[src/hw/rtl/vtyp_pkg.sv]
// shared types, constants and angle helpers for vector_to_yaw_pitch
// no dependencies
`timescale 1ns / 1ps
`default_nettype none

package vtyp_pkg;

  // port field widths
  localparam int unsigned IN_W  = 24;
  localparam int unsigned OUT_W = 25;

  // defaults for the top level parameters
  localparam int unsigned COMPONENT_BITS_DEF = 24;
  localparam int unsigned CORDIC_STAGES_DEF  = 20;

  // fixed point formats
  localparam int unsigned GUARD_SHIFT = 4;
  localparam int unsigned ANG_FRAC    = 20;
  localparam int unsigned OUT_FRAC    = 16;
  localparam int unsigned ANG_W       = 31;
  localparam int unsigned ATAN_W      = 26;
  localparam int unsigned A_W         = ANG_W + 1 - (ANG_FRAC - OUT_FRAC);

  // inverse cordic gain, q24
  localparam int unsigned GAIN_FRAC = 24;
  localparam int unsigned GAIN_W    = 24;
  localparam logic [GAIN_W-1:0] INV_GAIN = GAIN_W'(10188014);

  // angle constants
  localparam logic signed [ANG_W-1:0] ANG_180    = ANG_W'(180 << ANG_FRAC);
  localparam logic signed [ANG_W-1:0] ANG_ROUND  = ANG_W'(1 << (ANG_FRAC - OUT_FRAC - 1));
  localparam logic [OUT_W-1:0]        DEG_90     = OUT_W'(90 << OUT_FRAC);
  localparam logic [OUT_W-1:0]        DEG_180    = OUT_W'(180 << OUT_FRAC);
  localparam logic [OUT_W-1:0]        DEG_270    = OUT_W'(270 << OUT_FRAC);
  localparam logic [OUT_W-1:0]        FULL_TURN_OUT = OUT_W'(360 << OUT_FRAC);
  localparam logic signed [A_W-1:0]   FULL_TURN_A   = A_W'(360 << OUT_FRAC);

  typedef struct packed {
    logic signed [IN_W-1:0] dir_x;
    logic signed [IN_W-1:0] dir_y;
    logic signed [IN_W-1:0] dir_z;
  } in_beat_t;

  typedef struct packed {
    logic [OUT_W-1:0] yaw_deg;
    logic [OUT_W-1:0] pitch_deg;
  } out_beat_t;

  // atan(2^-i) in degrees, q20
  function automatic logic [ATAN_W-1:0] atan_q20(input logic [4:0] idx);
    logic [ATAN_W-1:0] v;
    case (idx)
      5'd0:    v = ATAN_W'(47185920);
      5'd1:    v = ATAN_W'(27855475);
      5'd2:    v = ATAN_W'(14718068);
      5'd3:    v = ATAN_W'(7471121);
      5'd4:    v = ATAN_W'(3750058);
      5'd5:    v = ATAN_W'(1876857);
      5'd6:    v = ATAN_W'(938658);
      5'd7:    v = ATAN_W'(469357);
      5'd8:    v = ATAN_W'(234682);
      5'd9:    v = ATAN_W'(117342);
      5'd10:   v = ATAN_W'(58671);
      5'd11:   v = ATAN_W'(29335);
      5'd12:   v = ATAN_W'(14668);
      5'd13:   v = ATAN_W'(7334);
      5'd14:   v = ATAN_W'(3667);
      5'd15:   v = ATAN_W'(1833);
      5'd16:   v = ATAN_W'(917);
      5'd17:   v = ATAN_W'(458);
      5'd18:   v = ATAN_W'(229);
      5'd19:   v = ATAN_W'(115);
      5'd20:   v = ATAN_W'(57);
      5'd21:   v = ATAN_W'(29);
      5'd22:   v = ATAN_W'(14);
      5'd23:   v = ATAN_W'(7);
      5'd24:   v = ATAN_W'(4);
      5'd25:   v = ATAN_W'(2);
      5'd26:   v = ATAN_W'(1);
      default: v = '0;
    endcase
    return v;
  endfunction

  // round q20 angle to q16 and wrap into one turn
  function automatic logic [OUT_W-1:0] finish_angle(input logic signed [ANG_W-1:0] ang);
    logic signed [ANG_W:0]  t;
    logic signed [A_W-1:0]  a;
    logic signed [A_W-1:0]  w;
    t = {ang[ANG_W-1], ang} + {ANG_ROUND[ANG_W-1], ANG_ROUND};
    a = t[ANG_W:ANG_FRAC-OUT_FRAC];
    if (a < 0) begin
      w = a + FULL_TURN_A;
    end else if (a >= FULL_TURN_A) begin
      w = a - FULL_TURN_A;
    end else begin
      w = a;
    end
    if (w < 0 || w >= FULL_TURN_A) begin
      w = '0;
    end
    return w[OUT_W-1:0];
  endfunction

endpackage

`default_nettype wire

[src/hw/rtl/vtyp_mag_scale.sv]
// two-stage gain correction of the planar magnitude, builds pitch pass inputs
// depends on vtyp_pkg (inverse gain, guard shift)
`timescale 1ns / 1ps
`default_nettype none

module vtyp_mag_scale
  import vtyp_pkg::*;
#(
  parameter int unsigned CW = 31,
  parameter int unsigned ZW = 24,
  parameter int unsigned SW = 1
) (
  input  logic                 clk,
  input  logic                 rst_n,
  input  logic                 en,
  input  logic                 valid_i,
  input  logic signed [CW-1:0] x_i,
  input  logic signed [ZW-1:0] z_i,
  input  logic [SW-1:0]        side_i,
  output logic                 valid_o,
  output logic signed [CW-1:0] px_o,
  output logic signed [CW-1:0] py_o,
  output logic [SW-1:0]        side_o
);

  localparam int unsigned PW = CW - 1 + GAIN_W;

  logic                 v1_r, v2_r;
  logic [PW-1:0]        prod_r, prod_nxt;
  logic signed [CW-1:0] pz_r, pz_nxt;
  logic [SW-1:0]        side1_r, side2_r;
  logic signed [CW-1:0] px_r, px_nxt, py_r;
  logic [CW-2:0]        mag_u;
  logic signed [CW-1:0] z_ext;
  logic [PW-1:0]        rnd;

  // stage one: clamp magnitude, multiply by inverse gain, scale and negate z
  always_comb begin
    mag_u    = (x_i > 0) ? x_i[CW-2:0] : '0;
    prod_nxt = {{GAIN_W{1'b0}}, mag_u} * {{(CW-1){1'b0}}, INV_GAIN};
    z_ext    = {{(CW-ZW){z_i[ZW-1]}}, z_i};
    pz_nxt   = -(z_ext <<< GUARD_SHIFT);
  end

  // stage two: round the q24 product back to integer scale
  always_comb begin
    rnd    = prod_r + PW'(1 << (GAIN_FRAC - 1));
    px_nxt = signed'({1'b0, rnd[PW-1:GAIN_FRAC]});
  end

  // valid bits
  always_ff @(posedge clk) begin
    if (!rst_n) begin
      v1_r <= 1'b0;
      v2_r <= 1'b0;
    end else if (en) begin
      v1_r <= valid_i;
      v2_r <= v1_r;
    end
  end

  // data registers
  always_ff @(posedge clk) begin
    if (en) begin
      prod_r  <= prod_nxt;
      pz_r    <= pz_nxt;
      side1_r <= side_i;
      px_r    <= px_nxt;
      py_r    <= pz_r;
      side2_r <= side1_r;
    end
  end

  assign valid_o = v2_r;
  assign px_o    = px_r;
  assign py_o    = py_r;
  assign side_o  = side2_r;

endmodule

`default_nettype wire

[config.mk]
export PLATFORM = sky130hd
export DESIGN_NAME = vtyp_mag_scale
export DESIGN_NICKNAME = d
export VERILOG_FILES = /design/src/hw/rtl/vtyp_pkg.sv /design/src/hw/rtl/vtyp_mag_scale.sv
export SDC_FILE = /design/constraint.sdc
export NUM_CORES = 1
export LEC_CHECK = 0
export BUFFER_PORTS_ARGS = -buffer_cell sky130_fd_sc_hd__buf_2
export CAP_MARGIN = 30
export CORE_MARGIN = 4
export CORE_UTILIZATION = 58
export CTS_CLUSTER_SIZE = 14
export DETAILED_ROUTE_END_ITERATION = 7
export PLACE_DENSITY = 0.89
export SLEW_MARGIN = 20
export SYNTH_ARGS = -nofsm -noshare
export SYNTH_HDL_FRONTEND = slang
export SYNTH_SLANG_ARGS = --single-unit
[constraint.sdc]
create_clock -name clk -period 7.5 [get_ports clk]
set_clock_uncertainty 0.15 [all_clocks]
set_input_delay 0.75 -clock clk [delete_from_list [all_inputs] [get_ports clk]]
set_output_delay 0.75 -clock clk [all_outputs]
set_load 0.1 [all_outputs]
# Word level (Yosys, flattened, before mapping)
# Index checks and enable logic that the tools add are counted.
# word_totals
regBits	149
latchBits	0
mem_bits_rw	0
rom_bits	0
inputBits	60
output_inout_bits	64
word_cells	13
memories	0
# classes
n_addsub	2
mul	1
div	0
order_cmp	1
n_eq_ne	0
shift	0
n_mux	1
n_bitwise	0
reduce_logical	0
# op_table
operator	count
$add A54 B24 Y54 const B	1
$mul A30 B23 Y53 const B	1
$gt A31 B1 Y1 const B	1
$neg A28 Y31	1
$mux W30	1

# Longest topological paths before layout
# Gate-level depths: netlist (run 1).
# logic_depth
depth_word	3
ltp_mapped	34

# Least setup slack after synthesis (run 1)
# OpenSTA, ideal clock, no wires.
# synth_path
path_kind	input-to-reg
startpoint	in x_i[4]
endpoint	reg prod_r[46] (data pin)
setup_ns	0.261
arrival_ns	7.889
t_required_ns	7.089
setup_slack_ns	-0.799
path_stages	32
path_cell_list	clkbuf_1 or2_1 nor3_1 nand2_1 nor3_1 nor2_1 buf_2 buf_2 buf_2 nand2_1 inv_1 fa_1 inv_1 fa_1 fa_1 inv_1 fa_1 fa_1 fa_1 inv_1 fa_1 inv_1 ha_1 buf_2 a21o_1 a31oi_4 o221ai_2 a211o_1 nand3_1 a21oi_1 or3_1 xor2_1
# synth_between
elab_chain_len	3
# synth_rtl
element	line_no	rtl
start: declaration	vtyp_mag_scale.sv:17	input logic signed [CW-1:0] x_i,
$gt A31 B1 Y1	vtyp_mag_scale.sv:39	mag_u = (x_i > 0) ? x_i[CW-2:0] : '0;
$mux W30 *	vtyp_mag_scale.sv:39	
$mul A30 B23 Y53 *	vtyp_mag_scale.sv:40	prod_nxt = {{GAIN_W{1'b0}}, mag_u} * {{(CW-1){1'b0}}, INV_GAIN};
named net prod_nxt[46]	vtyp_mag_scale.sv:29	logic [PW-1:0] prod_r, prod_nxt;
end signal: assignment	vtyp_mag_scale.sv:65	prod_r <= prod_nxt;
end: declaration	vtyp_mag_scale.sv:29	
# Mark *: on every way through the listed nets, which the timed path passes. The rest lies on a longest branch.
# A chain may end at the register's enable or synchronous reset.

# Worst setup path in the final report (run 1)
# layout_path
startpoint	in x_i[1]
endpoint	reg prod_r[46] (data pin)
# The elaborated chain is that of the path after synthesis.

==> results.tsv, run 1 <==
metric	value	unit
start_util	58.7	%
hold_viol_final	0	
cts_max_level	4	
areaGrowthSynthToFinish	22.3	%
r2r-start	prod_r[25]	
final_antenna_net_count	0	
clkSlewWorstSetupHoldPaths	0.05	ns
cp_max_fo	5	
synth_flop_cell	edfxtp_1	
drt-vias-per-instance	5.44	
clkSinkCount	119	
fill_cells	2352	
antenna-diode-count	0	
synthArstFlopShare	0	%
synth_seq_cells	119	
netlist_instances	2025	
startpoint_type	input pin	
grt_pass1_wl	86500	um
ctsHoldBuffers	0	
reg2reg_slack	5.07	ns
run_status	complete, no violations	
via_count	15600	
gp_congestion	1.02	
critPathMaxStageDelay	0.53	ns
syn_avg_cell_area	9.70	um2
arrival	7.37	ns
crit_top_cell	fa_1	
drc	0	
setup_tns	0	ns
rr_endpoint	px_o[28]	
min_from	pz_r[4]	
layout_commonest_cell	inv_1	
worst_pin_slew	0.656	ns
final_cell_mix	inv_1, buf_4, fa_1	
die_area	36900	um2
fin_crit	7.36	ns
antenna_found_initial	0	
clock_latency	0.40	ns
holdPathEnd	py_o[4]	
row_count	67	
r2r_cells	7	
yosysTopAreaCell	fa_1	
rsz0062_at_grt	true	
clockBufferDepth	2	
holdPathStages	0	
netlist_area	19600	um2
die_h	192	um
synth_seq_area_share	18.1	%
io_pins	124	
synth.area.top_cells	fa_1, edfxtp_1, ha_1	
grt_pass1_vias	16400	
report.final.slew_viol_count	0	
track_usage	30.2	%
synth_cell_types	73	
cp.required	7.51	ns
cts_root_buffer	clkbuf_16	
ys_warn_count	0	
grt_overflow	0	
worst-setup-path-type	input pin to flip-flop	
wl	55000	um
design.core.area	33400	um2
die_w	192	um
multi_input_area	14500	um2
first_pass_iters	5	
cp.buffers_inverters	9	
hp-class	flip-flop to flip-flop	
fmax	136	MHz
drtIter0Drc	1068	
final_layout_size_suffix_gt1_share	23.0	%
worstSetupEndpointType	flip-flop	
yosysTopAreaCellShare	30.5	%
cts_made_buffers	17	
path_delay_family	adder cells	
regArea	3550	um2
maxSlewHeadroom	55.8	%
period_share	98.2	%
critPathSlowestCell	fa_1	
synth-edff-count	117	
cts_tree	built	
hpwl	46600	um
grt_max_degree	89	
finalSetupViolCount	0	
drv_cap	0	
finalNetCount	2994	
port_buffers	118	
routedWlPerCell	19.2	um
-- cells in the mapped netlist, drive strengths merged, types with 6 or more instances --
| cell type | instances |
|---|---|
| a21boi | 6 |
| a21o | 34 |
| a21oi | 66 |
| a31oi | 14 |
| and2 | 18 |
| and3 | 28 |
| buf | 28 |
| clkbuf | 43 |
| edfxtp | 117 |
| fa | 299 |
| ha | 231 |
| inv | 482 |
| maj3 | 8 |
| nand2 | 154 |
| nand3 | 23 |
| nand4 | 28 |
| nor2 | 101 |
| nor2b | 8 |
| nor3 | 20 |
| nor4 | 14 |
| o21ai | 29 |
| o21bai | 10 |
| or3 | 9 |
| xnor2 | 104 |
| xor2 | 76 |
-- metal layers --
layer	vias up	share of wire [%]	routed length (um)	GRT usage, %
met2	701	48	26300	51.0
met5	-	0	0	0
met4	0	3.0	1660	8.78
met3	91	7.3	4030	3.53
li1	7134	-	-	-
met1	7653	42	23000	41.6
-- per-stage QoR --
stage | worst slack, ns | hold slack (ns) | utilization, % | instances | instance area, um2
floorplan | -0.392 | 0.250 | - | 2029 | 19800
global placement | -0.406 | 0.250 | 68.5 | 2826 | 22900
detailed placement | -0.464 | 0.256 | 68.5 | 2826 | 22900
CTS | 0.00709 | 0.268 | 70.2 | 2858 | 23500
global route | -0.0505 | 0.271 | 71.8 | 2865 | 24000
finish | 0.137 | 0.266 | 71.8 | 2865 | 24000
-- worst max path at each step --
stage | startpoint | end | slack, ns | depth (start not counted)
6_report | x_i[1] | prod_r[46] | 0.14 | 30
3_3_place_gp | x_i[4] | prod_r[43] | -0.41 | 27
2_1_floorplan | x_i[4] | prod_r[46] | -0.39 | 32
5_1_grt | x_i[1] | prod_r[52] | -0.05 | 30
4_1_cts | x_i[4] | prod_r[46] | 0.007 | 29
3_5_place_dp | x_i[4] | prod_r[50] | -0.46 | 31
-- timing repair --
item                                    4_1_cts  5_1_grt
endpoints found under the setup margin        5       28
setup buffers                                 0        5
cloned                                        0        1
endpoints found under the hold margin         0        0
pin swaps                                     1       38
gates resized for setup                       4       92
-- flip-flops by register name (all words and copies together) (netlist names) --
name / cells
valid_o: 1
px_o: 30
side_o: 1
py_o: 27
side1_r: 1
prod_r: 31
pz_r: 27
v1_r: 1
-- worst reg2reg max path, cell delays in order, from the launching register on --
cell	delay, ns
edfxtp_1	0.41
and4_1	0.30
and2_1	0.19
nand3_1	0.21
nor4_1	0.41
and2_1	0.23
nand4_1	0.12
xnor2_1	0.15
-- logic make-up after synthesis --
kind of cell               share of synthesized area [%]
muxes                                              0.204
xor gates and xnor gates                            8.03
adders and majority gates                           45.6
AOI/OAI and AO/OA                                   7.04
DFF                                                 18.1
other                                             0.0191
and+or+nand+nor                                     10.2
buffers and inverters                               10.8
-- area by class of cell --
type / count / area share [%]
clock buffers: 19 / 1.80
clock inverters: 13 / 0.547
inverters: 484 / 7.60
multi-input cells: 1355 / 60.3
flip-flops and latches: 119 / 14.8
well taps: 448 / 2.33
repair buffers: 427 / 12.6
Power of run 1 is left out: the tool's default activity adds up to more than one toggle a clock period on the data nets, which glitch-free logic cannot reach.
==> run 2: changes to the inputs <==
CORE_UTILIZATION = 31   (was 58)
PLACE_DENSITY = 0.57   (was 0.89)
==> run 2 against run 1 <==
  * Wire length up 0.45%
  * Via count down 4.6%
  * Critical path depth down 3
  * Count of clock-buffer cells in the layout down 1
  * Largest cell class unchanged
  * Highest routed layer unchanged
  * Worst setup slack better by 0.0024 ns
==> results.tsv, run 2 (synthesis results as in run 1) <==
metric	value	unit
run_status	complete, no violations	
die_area	67500	um2
fin_area	24900	um2
hp-class	flip-flop to flip-flop	
fin_crit	7.36	ns
drt-vias-per-instance	4.52	
post-place-ws	-0.789	ns
via_count	14900	
gp_congestion	0.963	
die_w	260	um
cts_max_level	4	
grt_pass1_vias	16000	
row_count	92	
track_usage	16.4	%
period_share	98.1	%
finalNetCount	3020	
maxSlewHeadroom	57.6	%
hold_viol_final	0	
cp_max_fo	8	
clkSlewWorstSetupHoldPaths	0.06	ns
cts_made_buffers	17	
final_cell_mix	inv_1, buf_4, fa_1	
arrival	7.37	ns
design.core.area	62900	um2
place_area	23500	um2
cts_root_buffer	clkbuf_16	
finalSetupViolCount	0	
final_antenna_net_count	0	
io_pins	124	
clkSinkCount	119	
die_h	260	um
start_util	31.3	%
hpwl	48700	um
cp.required	7.51	ns
clockBufferDepth	2	
grt_overflow	0	
port_buffers	118	
fmax	136	MHz
final_layout_size_suffix_gt1_share	25.4	%
first_pass_iters	5	
drv_cap	0	
worst_pin_slew	0.631	ns
rsz0062_at_grt	true	
areaGrowthSynthToFinish	26.9	%
drtIter0Drc	867	
largest_register_ffs	31	
fin_util	39.7	%
drc	0	
layout_commonest_cell	inv_1	
grt_pass1_wl	87000	um
regMostFlops	prod_r	
setup_tns	0	ns
wl	55300	um
antenna_found_initial	0	
report.final.slew_viol_count	0	
cts_tree	built	
setup_ws	0.139	ns
worstSetupEndpointType	flip-flop	
antenna-diode-count	0	
grt_max_degree	63	
worst-setup-path-type	input pin to flip-flop	
startpoint_type	input pin	
clock_latency	0.40	ns
routedWlPerCell	16.8	um
-- run 2: cell types whose count changed in the layout (fill, tap and decap cells not counted), moves of 4 or more --
cell | before | now
ha_1 | 217 | 210
buf_4 | 302 | 327
inv_1 | 474 | 467
ha_4 | 10 | 15
fa_2 | 4 | 11
inv_2 | 5 | 11
fa_1 | 295 | 288
clkinv_4 | 2 | 6
-- run 2: metal layers --
| layer | vias to the layer above | track usage (%) | share of wire [%] |
|---|---|---|---|
| met4 | 0 | 5.55 | 3.7 |
| met5 | - | 0 | 0 |
| met3 | 82 | 2.25 | 5.0 |
| met1 | 7192 | 22.1 | 45 |
| li1 | 7195 | - | - |
| met2 | 388 | 27.2 | 46 |
-- run 2: area by class of cell --
cell class	instances	area [um2]
Sequential cell	119	3550
Tap cell	846	1060
Clock inverter	14	199
Fill cell	6248	37900
Inverter	484	1830
Clock buffer	18	439
Timing Repair Buffer	453	3180
Multi-Input combinational cell	1355	14700
-- run 2: final timing paths --
path	from	endpoint	slack, ns	cells after the start
hold reg to reg	pz_r[29]	py_o[29]	0.27	0
setup / recovery	x_i[30]	prod_r[46]	0.14	27
hold / removal	pz_r[29]	py_o[29]	0.27	0
setup reg to reg	prod_r[25]	px_o[28]	4.97	7
-- run 2: stage by stage --
stage          std cells  hold WS (ns)
2_1_floorplan       2029         0.250
3_3_place_gp        3239         0.251
3_5_place_dp        3240         0.255
4_1_cts             3274         0.268
5_1_grt             3289         0.270
6_report            3289         0.266
-- run 2: repair_timing --
item                                    4_1_cts  5_1_grt
setup buffers                                 2       16
pin swaps                                     8       63
hold buffers                                  0        0
gates resized for setup                      16      121
endpoints found under the setup margin       20       27
-- run 2: worst max-delay path: stages --
cell,delay (ns)
buf_2,0.16
nor4_2,0.24
nand4_1,0.17
nor3_4,0.25
nor2_4,0.12
buf_4,0.17
and2_1,0.21
ha_4,0.23
fa_1,0.50
inv_1,0.05
fa_1,0.53
inv_1,0.05
fa_1,0.55
fa_1,0.43
fa_1,0.49
inv_1,0.05
fa_1,0.50
inv_1,0.06
ha_1,0.30
a21o_1,0.23
a31oi_4,0.17
o221ai_2,0.12
a211o_1,0.33
nand3_2,0.09
a21oi_2,0.06
or3_4,0.39
xor2_1,0.14
Power of run 2 is left out for the same reason.
