==> config.mk <==
export PLATFORM = sky130hd
export DESIGN_NAME = vtyp_cordic_stage
export DESIGN_NICKNAME = d
export VERILOG_FILES = /design/src/hw/rtl/vtyp_pkg.sv /design/src/hw/rtl/vtyp_cordic_stage.sv
export SDC_FILE = /design/constraint.sdc
export NUM_CORES = 1
export LEC_CHECK = 0
export ABC_AREA = 1
export BUFFER_PORTS_ARGS = -buffer_cell sky130_fd_sc_hd__buf_2
export CAP_MARGIN = 20
export CORE_ASPECT_RATIO = 0.9
export CORE_MARGIN = 8
export CORE_UTILIZATION = 52
export CTS_CLUSTER_DIAMETER = 150
export DETAILED_ROUTE_END_ITERATION = 7
export GPL_TIMING_DRIVEN = 1
export PLACE_DENSITY = 0.74
export RECOVER_POWER = 25
export SLEW_MARGIN = 10
export SYNTH_ARGS = -nofsm -noshare
export SYNTH_HDL_FRONTEND = slang
export SYNTH_SLANG_ARGS = --single-unit
==> constraint.sdc <==
create_clock -name clk -period 2.77 [get_ports clk]
set_clock_uncertainty 0.15 [all_clocks]
set_input_delay 0.6925 -clock clk [delete_from_list [all_inputs] [get_ports clk]]
set_output_delay 0.6925 -clock clk [all_outputs]
set_load 0.1 [all_outputs]
==> src/hw/rtl/vtyp_pkg.sv <==
// shared types, constants and angle helpers for vector_to_yaw_pitch
// no dependencies
`timescale 1ns / 1ps
`default_nettype none

package vtyp_pkg;

  // port field widths
  localparam int unsigned IN_W  = 24;
  localparam int unsigned OUT_W = 25;

  // defaults for the top level parameters
  localparam int unsigned COMPONENT_BITS_DEF = 24;
  localparam int unsigned CORDIC_STAGES_DEF  = 20;

  // fixed point formats
  localparam int unsigned GUARD_SHIFT = 4;
  localparam int unsigned ANG_FRAC    = 20;
  localparam int unsigned OUT_FRAC    = 16;
  localparam int unsigned ANG_W       = 31;
  localparam int unsigned ATAN_W      = 26;
  localparam int unsigned A_W         = ANG_W + 1 - (ANG_FRAC - OUT_FRAC);

  // inverse cordic gain, q24
  localparam int unsigned GAIN_FRAC = 24;
  localparam int unsigned GAIN_W    = 24;
  localparam logic [GAIN_W-1:0] INV_GAIN = GAIN_W'(10188014);

  // angle constants
  localparam logic signed [ANG_W-1:0] ANG_180    = ANG_W'(180 << ANG_FRAC);
  localparam logic signed [ANG_W-1:0] ANG_ROUND  = ANG_W'(1 << (ANG_FRAC - OUT_FRAC - 1));
  localparam logic [OUT_W-1:0]        DEG_90     = OUT_W'(90 << OUT_FRAC);
  localparam logic [OUT_W-1:0]        DEG_180    = OUT_W'(180 << OUT_FRAC);
  localparam logic [OUT_W-1:0]        DEG_270    = OUT_W'(270 << OUT_FRAC);
  localparam logic [OUT_W-1:0]        FULL_TURN_OUT = OUT_W'(360 << OUT_FRAC);
  localparam logic signed [A_W-1:0]   FULL_TURN_A   = A_W'(360 << OUT_FRAC);

  typedef struct packed {
    logic signed [IN_W-1:0] dir_x;
    logic signed [IN_W-1:0] dir_y;
    logic signed [IN_W-1:0] dir_z;
  } in_beat_t;

  typedef struct packed {
    logic [OUT_W-1:0] yaw_deg;
    logic [OUT_W-1:0] pitch_deg;
  } out_beat_t;

  // atan(2^-i) in degrees, q20
  function automatic logic [ATAN_W-1:0] atan_q20(input logic [4:0] idx);
    logic [ATAN_W-1:0] v;
    case (idx)
      5'd0:    v = ATAN_W'(47185920);
      5'd1:    v = ATAN_W'(27855475);
      5'd2:    v = ATAN_W'(14718068);
      5'd3:    v = ATAN_W'(7471121);
      5'd4:    v = ATAN_W'(3750058);
      5'd5:    v = ATAN_W'(1876857);
      5'd6:    v = ATAN_W'(938658);
      5'd7:    v = ATAN_W'(469357);
      5'd8:    v = ATAN_W'(234682);
      5'd9:    v = ATAN_W'(117342);
      5'd10:   v = ATAN_W'(58671);
      5'd11:   v = ATAN_W'(29335);
      5'd12:   v = ATAN_W'(14668);
      5'd13:   v = ATAN_W'(7334);
      5'd14:   v = ATAN_W'(3667);
      5'd15:   v = ATAN_W'(1833);
      5'd16:   v = ATAN_W'(917);
      5'd17:   v = ATAN_W'(458);
      5'd18:   v = ATAN_W'(229);
      5'd19:   v = ATAN_W'(115);
      5'd20:   v = ATAN_W'(57);
      5'd21:   v = ATAN_W'(29);
      5'd22:   v = ATAN_W'(14);
      5'd23:   v = ATAN_W'(7);
      5'd24:   v = ATAN_W'(4);
      5'd25:   v = ATAN_W'(2);
      5'd26:   v = ATAN_W'(1);
      default: v = '0;
    endcase
    return v;
  endfunction

  // round q20 angle to q16 and wrap into one turn
  function automatic logic [OUT_W-1:0] finish_angle(input logic signed [ANG_W-1:0] ang);
    logic signed [ANG_W:0]  t;
    logic signed [A_W-1:0]  a;
    logic signed [A_W-1:0]  w;
    t = {ang[ANG_W-1], ang} + {ANG_ROUND[ANG_W-1], ANG_ROUND};
    a = t[ANG_W:ANG_FRAC-OUT_FRAC];
    if (a < 0) begin
      w = a + FULL_TURN_A;
    end else if (a >= FULL_TURN_A) begin
      w = a - FULL_TURN_A;
    end else begin
      w = a;
    end
    if (w < 0 || w >= FULL_TURN_A) begin
      w = '0;
    end
    return w[OUT_W-1:0];
  endfunction

endpackage

`default_nettype wire

==> src/hw/rtl/vtyp_cordic_stage.sv <==
// one registered cordic vectoring iteration with a fixed shift
// depends on vtyp_pkg (angle width, arctangent table)
`timescale 1ns / 1ps
`default_nettype none

module vtyp_cordic_stage
  import vtyp_pkg::*;
#(
  parameter int unsigned CW    = 31,
  parameter int unsigned SW    = 1,
  parameter int unsigned SHIFT = 0
) (
  input  logic                    clk,
  input  logic                    rst_n,
  input  logic                    en,
  input  logic                    valid_i,
  input  logic signed [CW-1:0]    x_i,
  input  logic signed [CW-1:0]    y_i,
  input  logic signed [ANG_W-1:0] ang_i,
  input  logic [SW-1:0]           side_i,
  output logic                    valid_o,
  output logic signed [CW-1:0]    x_o,
  output logic signed [CW-1:0]    y_o,
  output logic signed [ANG_W-1:0] ang_o,
  output logic [SW-1:0]           side_o
);

  logic                    valid_r;
  logic signed [CW-1:0]    x_r, y_r, x_nxt, y_nxt;
  logic signed [ANG_W-1:0] ang_r, ang_nxt;
  logic [SW-1:0]           side_r;
  logic signed [CW-1:0]    xs, ys;
  logic signed [ANG_W-1:0] step;

  // rotate toward the x axis, direction from the sign of y
  always_comb begin
    xs   = x_i >>> SHIFT;
    ys   = y_i >>> SHIFT;
    step = signed'({{(ANG_W-ATAN_W){1'b0}}, atan_q20(5'(SHIFT))});
    if (y_i > 0) begin
      x_nxt   = x_i + ys;
      y_nxt   = y_i - xs;
      ang_nxt = ang_i + step;
    end else begin
      x_nxt   = x_i - ys;
      y_nxt   = y_i + xs;
      ang_nxt = ang_i - step;
    end
  end

  // valid bit
  always_ff @(posedge clk) begin
    if (!rst_n) begin
      valid_r <= 1'b0;
    end else if (en) begin
      valid_r <= valid_i;
    end
  end

  // data registers
  always_ff @(posedge clk) begin
    if (en) begin
      x_r    <= x_nxt;
      y_r    <= y_nxt;
      ang_r  <= ang_nxt;
      side_r <= side_i;
    end
  end

  assign valid_o = valid_r;
  assign x_o     = x_r;
  assign y_o     = y_r;
  assign ang_o   = ang_r;
  assign side_o  = side_r;

endmodule

`default_nettype wire

* Word level (Yosys, flattened, before mapping)
Cells that the tools add are included.
Storage, ports and cells: flip-flop bits (word level) 95, memories kept 0, bits in latches 0, output and inout port bits 95, RAM bits 0, word-level logic and storage cells 14, bits in read-only memories 0, input port bits 98
Operators by class: $lt $le $gt $ge 1, add/subtract/negate cells 5, bitwise operators 0, equality and inequality tests 0, multiply operators 0, multiplexer cells 3, divide/modulo/power cells 0, reductions and logical operators 0, shift operators 0
Operator list (number):
- 31-bit 2-to-1 mux | 3
- 31-bit subtractor | 2
- 31-bit by 27-bit adder with 31-bit output, second input constant | 1
- 31-bit adder | 1
- 31-bit by 1-bit greater-than comparator with 1-bit output, second input constant | 1
- 31-bit by 27-bit subtractor with 31-bit output, second input constant | 1

* Logic depth before layout (Yosys ltp)
Gate-level depths: netlist of the first run.
word-level depth 2, gate-level depth with buffers 18, mapped depth without buffers 16

* Least setup slack after synthesis of the first run
No wires, ideal clock.
path type input to register, start input port y_i[17], end register ang_r[28], in the netlist ang_o[28], data pin, slack -0.254 ns, required time 2.355 ns, arrival time 2.609 ns, library setup time 0.265 ns, path buffers 2, stages 14, cells stage by stage inv_1 -> nand2_1 -> nor3_1 -> nand2_1 -> nor3_2 -> a21oi_1 -> buf_2 -> buf_2 -> ha_1 -> a21oi_1 -> o21ai_0 -> a21oi_1 -> o21ai_0 -> xor2_1
Between the ends: longest elaborated chain between the ends 2
RTL lines:
- from (decl) | line vtyp_cordic_stage.sv:18 | input logic signed [CW-1:0] y_i,
- 31-bit by 1-bit greater-than comparator with 1-bit output | line vtyp_cordic_stage.sv:40 | if (y_i > 0) begin
- 31-bit 2-to-1 mux | line vtyp_cordic_stage.sv:40
- named net ang_nxt[28] | line vtyp_cordic_stage.sv:30 | logic signed [ANG_W-1:0] ang_r, ang_nxt;
- to (signal assigned) | line vtyp_cordic_stage.sv:65 | ang_r <= ang_nxt;
- to (decl) | line vtyp_cordic_stage.sv:30
The timed path passes the listed nets, and every way through them passes these cells. A chain may end at the register's enable or synchronous reset.

* Final worst setup path of the first run
start input port y_i[2], end register ang_r[30], in the netlist ang_o[30], data pin
Same word-level chain as after synthesis.

==> results of run 1 <==
==> synthesized netlist by cell type, drive strengths merged <==
master / number
o21bai: 12
fa: 4
xor2: 36
and3: 1
inv: 307
o2111ai: 1
nand4: 30
dfxtp: 1
a31oi: 3
ha: 99
o21ai: 46
xnor2: 2
clkbuf: 3
edfxtp: 93
nand3b: 7
and2: 4
nor3: 10
o21a: 4
buf: 38
nand3: 159
nor2: 110
a21oi: 77
a21o: 3
nand2: 604
==> what timing repair did <==
action / in CTS / in global routing
pin swaps: 0 / 13
setup buffers: 0 / 3
setup endpoints to repair: 5 / 21
resized for setup: 2 / 18
==> cell usage in the layout (no fill, tap or decap), types with 3 or more instances in the layout <==
master,n
nor2_2,10
o21ai_0,44
fa_1,4
nand3_1,155
nand3_2,4
nor3_2,3
inv_1,302
nor3_1,6
inv_6,5
clkinv_8,3
o21bai_1,12
buf_12,3
a21o_1,3
nand4_1,30
edfxtp_1,93
a21oi_1,71
nor2_1,99
ha_1,87
buf_4,214
nand2_1,596
xor2_1,36
a31oi_1,3
clkbuf_16,9
nand3b_2,3
ha_4,6
and2_1,4
nand2_2,7
nand3b_1,4
ha_2,6
clkbuf_1,3
inv_8,3
o21a_1,4
a21oi_2,4
buf_2,189
==> stage by stage <==
step	setup TNS [ns]	power, mW	instances
3_3_place_gp	-12.18	5.51	2275
6_report	0	6.91	2294
4_1_cts	0	6.86	2291
5_1_grt	-0.0556	7.22	2293
3_5_place_dp	-15.88	5.55	2275
2_1_floorplan	0	4.49	1654
==> cells by family (layout without fill, tap and decap cells) <==
| group | count (synthesis) | count (layout) |
|---|---|---|
| simple gates | 925 | 925 |
| buf+inv | 348 | 732 |
| compound gates | 146 | 146 |
| fa+ha+maj | 103 | 103 |
| flops | 94 | 94 |
| xor+xnor | 38 | 38 |
| other cells | 0 | 1 |
==> sequential cells by signal, summed over array words and instances, names as in the netlist <==
register,count
valid_o,1
ang_o,31
y_o,30
x_o,31
side_o,1
==> worst max-delay path: cells and delay by family <==
family	cells	cell delay, ns
simple gates	7	1.05
buf+inv	3	0.37
fa+ha+maj	1	0.32
compound gates	2	0.22
==> metal layers <==
layer	part of all wire	global-route usage	up-vias
met2	0.42	0.448	578
met1	0.45	0.395	5391
li1	-	-	5942
met4	0.022	0.0785	0
met5	0	0	-
met3	0.10	0.0545	51
==> power groups by stage <==
stage,combinational (mW),sequential [mW],clock (mW)
final,3.73,1.86,1.32
after global routing,3.97,1.87,1.37
after CTS,3.67,1.86,1.33
after detailed placement,3.66,1.89,0
after global placement,3.62,1.89,0
after floorplan,1.28,3.20,0
==> final timing paths <==
check / from / end / slack (ns)
hold / removal: ang_i[5] / ang_o[5] / 0.36
setup reg to reg: valid_o / valid_o / 1.99
setup / recovery: y_i[2] / ang_o[30] / 0.05
hold reg to reg: valid_o / valid_o / 0.40
==> final cells by class <==
class,instances,area (sq um)
Antenna cell,1,2.50
Clock buffer,9,225
Clock inverter,7,86.3
Fill cell,1812,6200
Inverter,307,1180
Multi-Input combinational cell,1212,6480
Sequential cell,94,2810
Tap cell,255,319
Timing Repair Buffer,409,2620
==> impl_metrics.toml, run 1 <==
[synth]
synth_cells = 1654
synth.mux.area_fraction = 0
synth_top_family_by_area = "simple AND/OR/NAND/NOR gates"
synth_adder_area_share = 0.125
synth_cell_types = 35
ys_warn_count = 0
synth.largest_area_cell = "edfxtp_1"
synthesis.nets = 1855
netlist.area_leader.share = 0.265
ys_top_cells_by_area = "edfxtp_1 (26%), nand2_1 (21%), ha_1 (12%)"
synth-seq-area-share = 0.266
ys_ff_latch = 94
postSynthAreaPerCell_sq_um = 6.38
netlist_area_sq_um = 10600
yosys.area_share.simple = 0.365
synth_compound_area_frac = 0.0744
synth_xor_xnor_area_share = 0.0315

[floorplanning]
die_width_um = 166
pin_count = 193
std_cell_rows = 49
initial_core_util = 0.530
die_h_um = 151
die_area_sq_um = 25100
coreArea_sq_um = 19900

[detailed_routing]
wirelength_um = 36400
drcViolationCount = 0
drtIter0Drc = 1183
antenna_left = 0
post_drt_wl_per_cell_um = 15.8
vias = 12000
firstDrtPassIters = 5
vias_per_cell = 5.21

[sta]
fin_crit_sh = 0.980
setup_slack_ns = 0.0548
rsz0062_at_grt = "true"
fmax_ghz = 0.368
worstMarginPinSlew_ns = 1.89
slew_violations = 25
hold_viol = 0
setup_violations = 0
period_minus_slack_ns = 2.72
whs_ns = 0.356
relSlewSlack = -0.263

[power]
leakagePower_nw = 7.75
p_comb_frac = 0.540
ir_drop_v = 0.000298
clkPwrFrac = 0.190
swShare = 0.500
p_seq_frac = 0.269
internal_power_mw = 3.46
pwr_density_cell_nw_per_um2 = 503
p_sw_mw = 3.45

[layout]
final_layout_size_suffix_gt1_frac = 0.234
stdcell_area_sq_um = 13700
areaGrowthSynthToFinish_pct = 30.0
layout.nets = 2234
finish.utilization = 0.689

[clock_network]
cts.clk_slew.worst_paths_ns = 0.08
insertion_delay_ns = 0.36
htree_levels = 3
postCtsHoldBufs = 0
clock_sinks = 94
clk_path_buf_depth = 2
cts_buffers = 9
clockRootBuffer = "clkbuf_16"
cts_tree = "yes"

[worst_setup_path]
worst_path_most_repeated_cell = "nand2_1"
critPathKind = "primary input to flip-flop"
cp_slowest_cell = "ha_4"
cp_data_required_time_ns = 2.73
critPathMaxFanout = 4
reg2regPathDepth = 2
arrival_ns = 2.68
path_cells = "buf_2, inv_1, nand4_1, nor3_4, buf_4, a21oi_4, ha_4, nand2_1, nor2_2, nand3_1, o2111ai_1, nand3b_1, nand2_1"
crit_path_start_kind = "primary input"
crit_path_end_kind = "flip-flop"
critPathMaxStageDelay_ns = 0.32

[placed_design]
gp_congestion = 0.978
pre_cts_ws_ns = -0.454
hpwlAfterDp_um = 31000
post_dp_cell_area_sq_um = 13300
io_buffers = 192

[flow_run]
maxCapViolations = 1

[run_status]
violations = "capacitance limit, slew limit"
status = "finished with violations"

[grt]
grt_pass1_wl_um = 57000
grt_overflow = 0
grt_max_degree = 56
track_usage = 0.285
first_global_vias = 11200
antenna_found_initial = 0

[hold_path]
whs_path_depth = 1
min_path_type = "primary input to flip-flop"
No activity file was read; power rests on OpenSTA's default activity.
==> run 2, diff against run 1 <==
Settings changed: ABC_AREA 1 to unset, CORE_UTILIZATION 52 to 51, PLACE_DENSITY 0.74 to 0.75.
==> impl_metrics.toml, run 2 <==
[run_status]
status = "finished with violations"
violations = "setup timing"

[synth]
ys.flop_type = "edfxtp_1"
postSynthAreaPerCell_sq_um = 8.74
synth.largest_area_cell = "edfxtp_1"
ys_warn_count = 0
synth.most_common_cell = "a21oi_1"
netlist_top_cells_count = "a21oi_1 (113), ha_1 (99), inv_1 (96)"
synth_cell_types = 73
synthesis.nets = 1184
netlist.area_leader.share = 0.325
ys_top_cells_by_area = "edfxtp_1 (33%), ha_1 (14%), a21oi_1 (6.6%)"
synth_cells = 983
synth-seq-area-share = 0.328
ys_ff_latch = 94
synth_edf_count = 93
synthArstFlopShare = 0
netlist_area_sq_um = 8590

[placed_design]
pre_cts_ws_ns = -0.944
hpwlAfterDp_um = 26600
gp_congestion = 0.973
dp_cells = 1672
post_dp_cell_area_sq_um = 12600
io_buffers = 192

[sta]
setup_slack_ns = -0.390
slew_violations = 0
relSlewSlack = 0.0230
fmax_ghz = 0.316
hold_viol = 0
worstMarginPinSlew_ns = 1.47
rsz0062_at_grt = "true"
period_minus_slack_ns = 3.16
finalSetupTns_ns = -8.48
fin_crit_sh = 1.14
setup_violations = 46

[grt]
grt_overflow = 0
grt_pass1_wl_um = 53200
antenna_found_initial = 1
grt_max_degree = 57
first_global_vias = 9811
track_usage = 0.313

[layout]
stdcell_area_sq_um = 14100
layout.nets = 1703
layout_common_cells = "buf_4 (339), buf_2 (171), edfxtp_1 (93)"
areaGrowthSynthToFinish_pct = 64.8
final_common_cell = "buf_4"
final_layout_size_suffix_gt1_frac = 0.502
final_cells = 1719
finish.utilization = 0.849

[hold_path]
hold_end = "ang_o[3]"
min_path_type = "primary input to flip-flop"
hold_path_startpoint = "ang_i[3]"
whs_path_depth = 1

[clock_network]
cts_buffers = 9
clk_path_buf_depth = 2
cts_tree = "yes"
insertion_delay_ns = 0.36
cts.clk_slew.worst_paths_ns = 0.09
htree_levels = 3
clock_sinks = 94
clockRootBuffer = "clkbuf_16"

[worst_setup_path]
critPathMaxStageDelay_ns = 0.40
cp_num_buf_inv = 3
cp_data_required_time_ns = 2.73
critPathKind = "primary input to flip-flop"
crit_path_start_kind = "primary input"
reg2regPathDepth = 2
r2r-end = "valid_o"
arrival_ns = 3.12
cp_slowest_cell = "fa_2"
critPathMaxFanout = 3
crit_path_end_kind = "flip-flop"
cp_top_family = "compound AO/OA/AOI/OAI gates"
r2r_start = "valid_o"
ff2ff_setup_slack_ns = 2.03
path_cells = "buf_8, buf_6, ha_4, fa_2, a221oi_4, o21a_4, buf_4, a2111oi_4, o21ai_2, nand2_2, a211oi_2, a21oi_1, xnor2_1"

[floorplanning]
std_cell_rows = 45
coreArea_sq_um = 16700
die_area_sq_um = 21300
initial_core_util = 0.515
pin_count = 193
die_width_um = 153
die_h_um = 139

[detailed_routing]
vias = 9944
wirelength_um = 36100
firstDrtPassIters = 6
drcViolationCount = 0
vias_per_cell = 5.78
drtIter0Drc = 1049
post_drt_wl_per_cell_um = 21.0
antenna_left = 0

[power]
pwr_density_cell_nw_per_um2 = 534
ir_drop_v = 0.000550
leakagePower_nw = 6.44

[flow_run]
maxCapViolations = 0
-- run 2: power breakdown --
group	internal (mW)	leakage (nW)	switching (mW)	total, mW
sequential	1.84	0.918	0.0642	1.91
combinational	1.39	5.38	2.92	4.31
clock	0.645	0.146	0.697	1.34
total	3.88	6.44	3.68	7.56
-- run 2: area by class of cell --
class,count,area [sq um]
clock buffers,9,225
diodes,1,2.50
multi-input cells,744,6430
flip-flops and latches,94,2810
fillers,959,2520
well taps,211,264
inverters,99,414
clock inverters,7,80.1
repair buffers,554,3920
-- run 2: per-stage QoR --
stage,power [mW],hold slack [ns]
floorplan,4.57,0.641
global placement,5.74,0.348
detailed placement,5.79,0.356
CTS,7.30,0.330
global route,7.80,0.334
finish,7.56,0.339
-- run 2: metal layers --
layer	global-route usage	vias up	part of all wire
met2	0.503	592	0.46
met4	0.0973	0	0.029
li1	-	4546	-
met3	0.0763	87	0.10
met1	0.408	4719	0.41
met5	0	-	0
-- run 2: worst max-delay path by stage --
stage,startpoint,endpoint,cells past startpoint
floorplan,y_i[1],ang_o[30],18
global placement,x_i[9],x_o[26],13
detailed placement,x_i[9],x_o[26],13
CTS,x_i[8],x_o[26],13
global route,y_i[8],ang_o[30],16
finish,y_i[0],y_o[28],13
-- run 2: logic make-up (layout without fill, tap and decap cells) --
logic type	count (synthesis)	count (layout)	synth area share
AND/OR/NAND/NOR	245	245	0.137
multiplexers	9	9	0.0105
AO/OA/AOI/OAI	319	319	0.233
other	0	1	0
flip-flops	94	94	0.328
adder cells (fa/ha/maj)	103	103	0.154
XOR/XNOR	68	68	0.0694
buffers and inverters	145	669	0.0686
-- run 2: what timing repair did --
action | 4_1_cts | 5_1_grt
gates resized for setup | 118 | 120
hold buffers | 0 | 0
pin swaps | 69 | 59
buffers inserted | 23 | 17
setup endpoints to repair | 52 | 59
-- run 2: worst register-to-register path: cells and delay by family (launching register included) --
kind	cells	cell delay, ns
flops	1	0.31
simple gates	1	0.06
mux	1	0.12
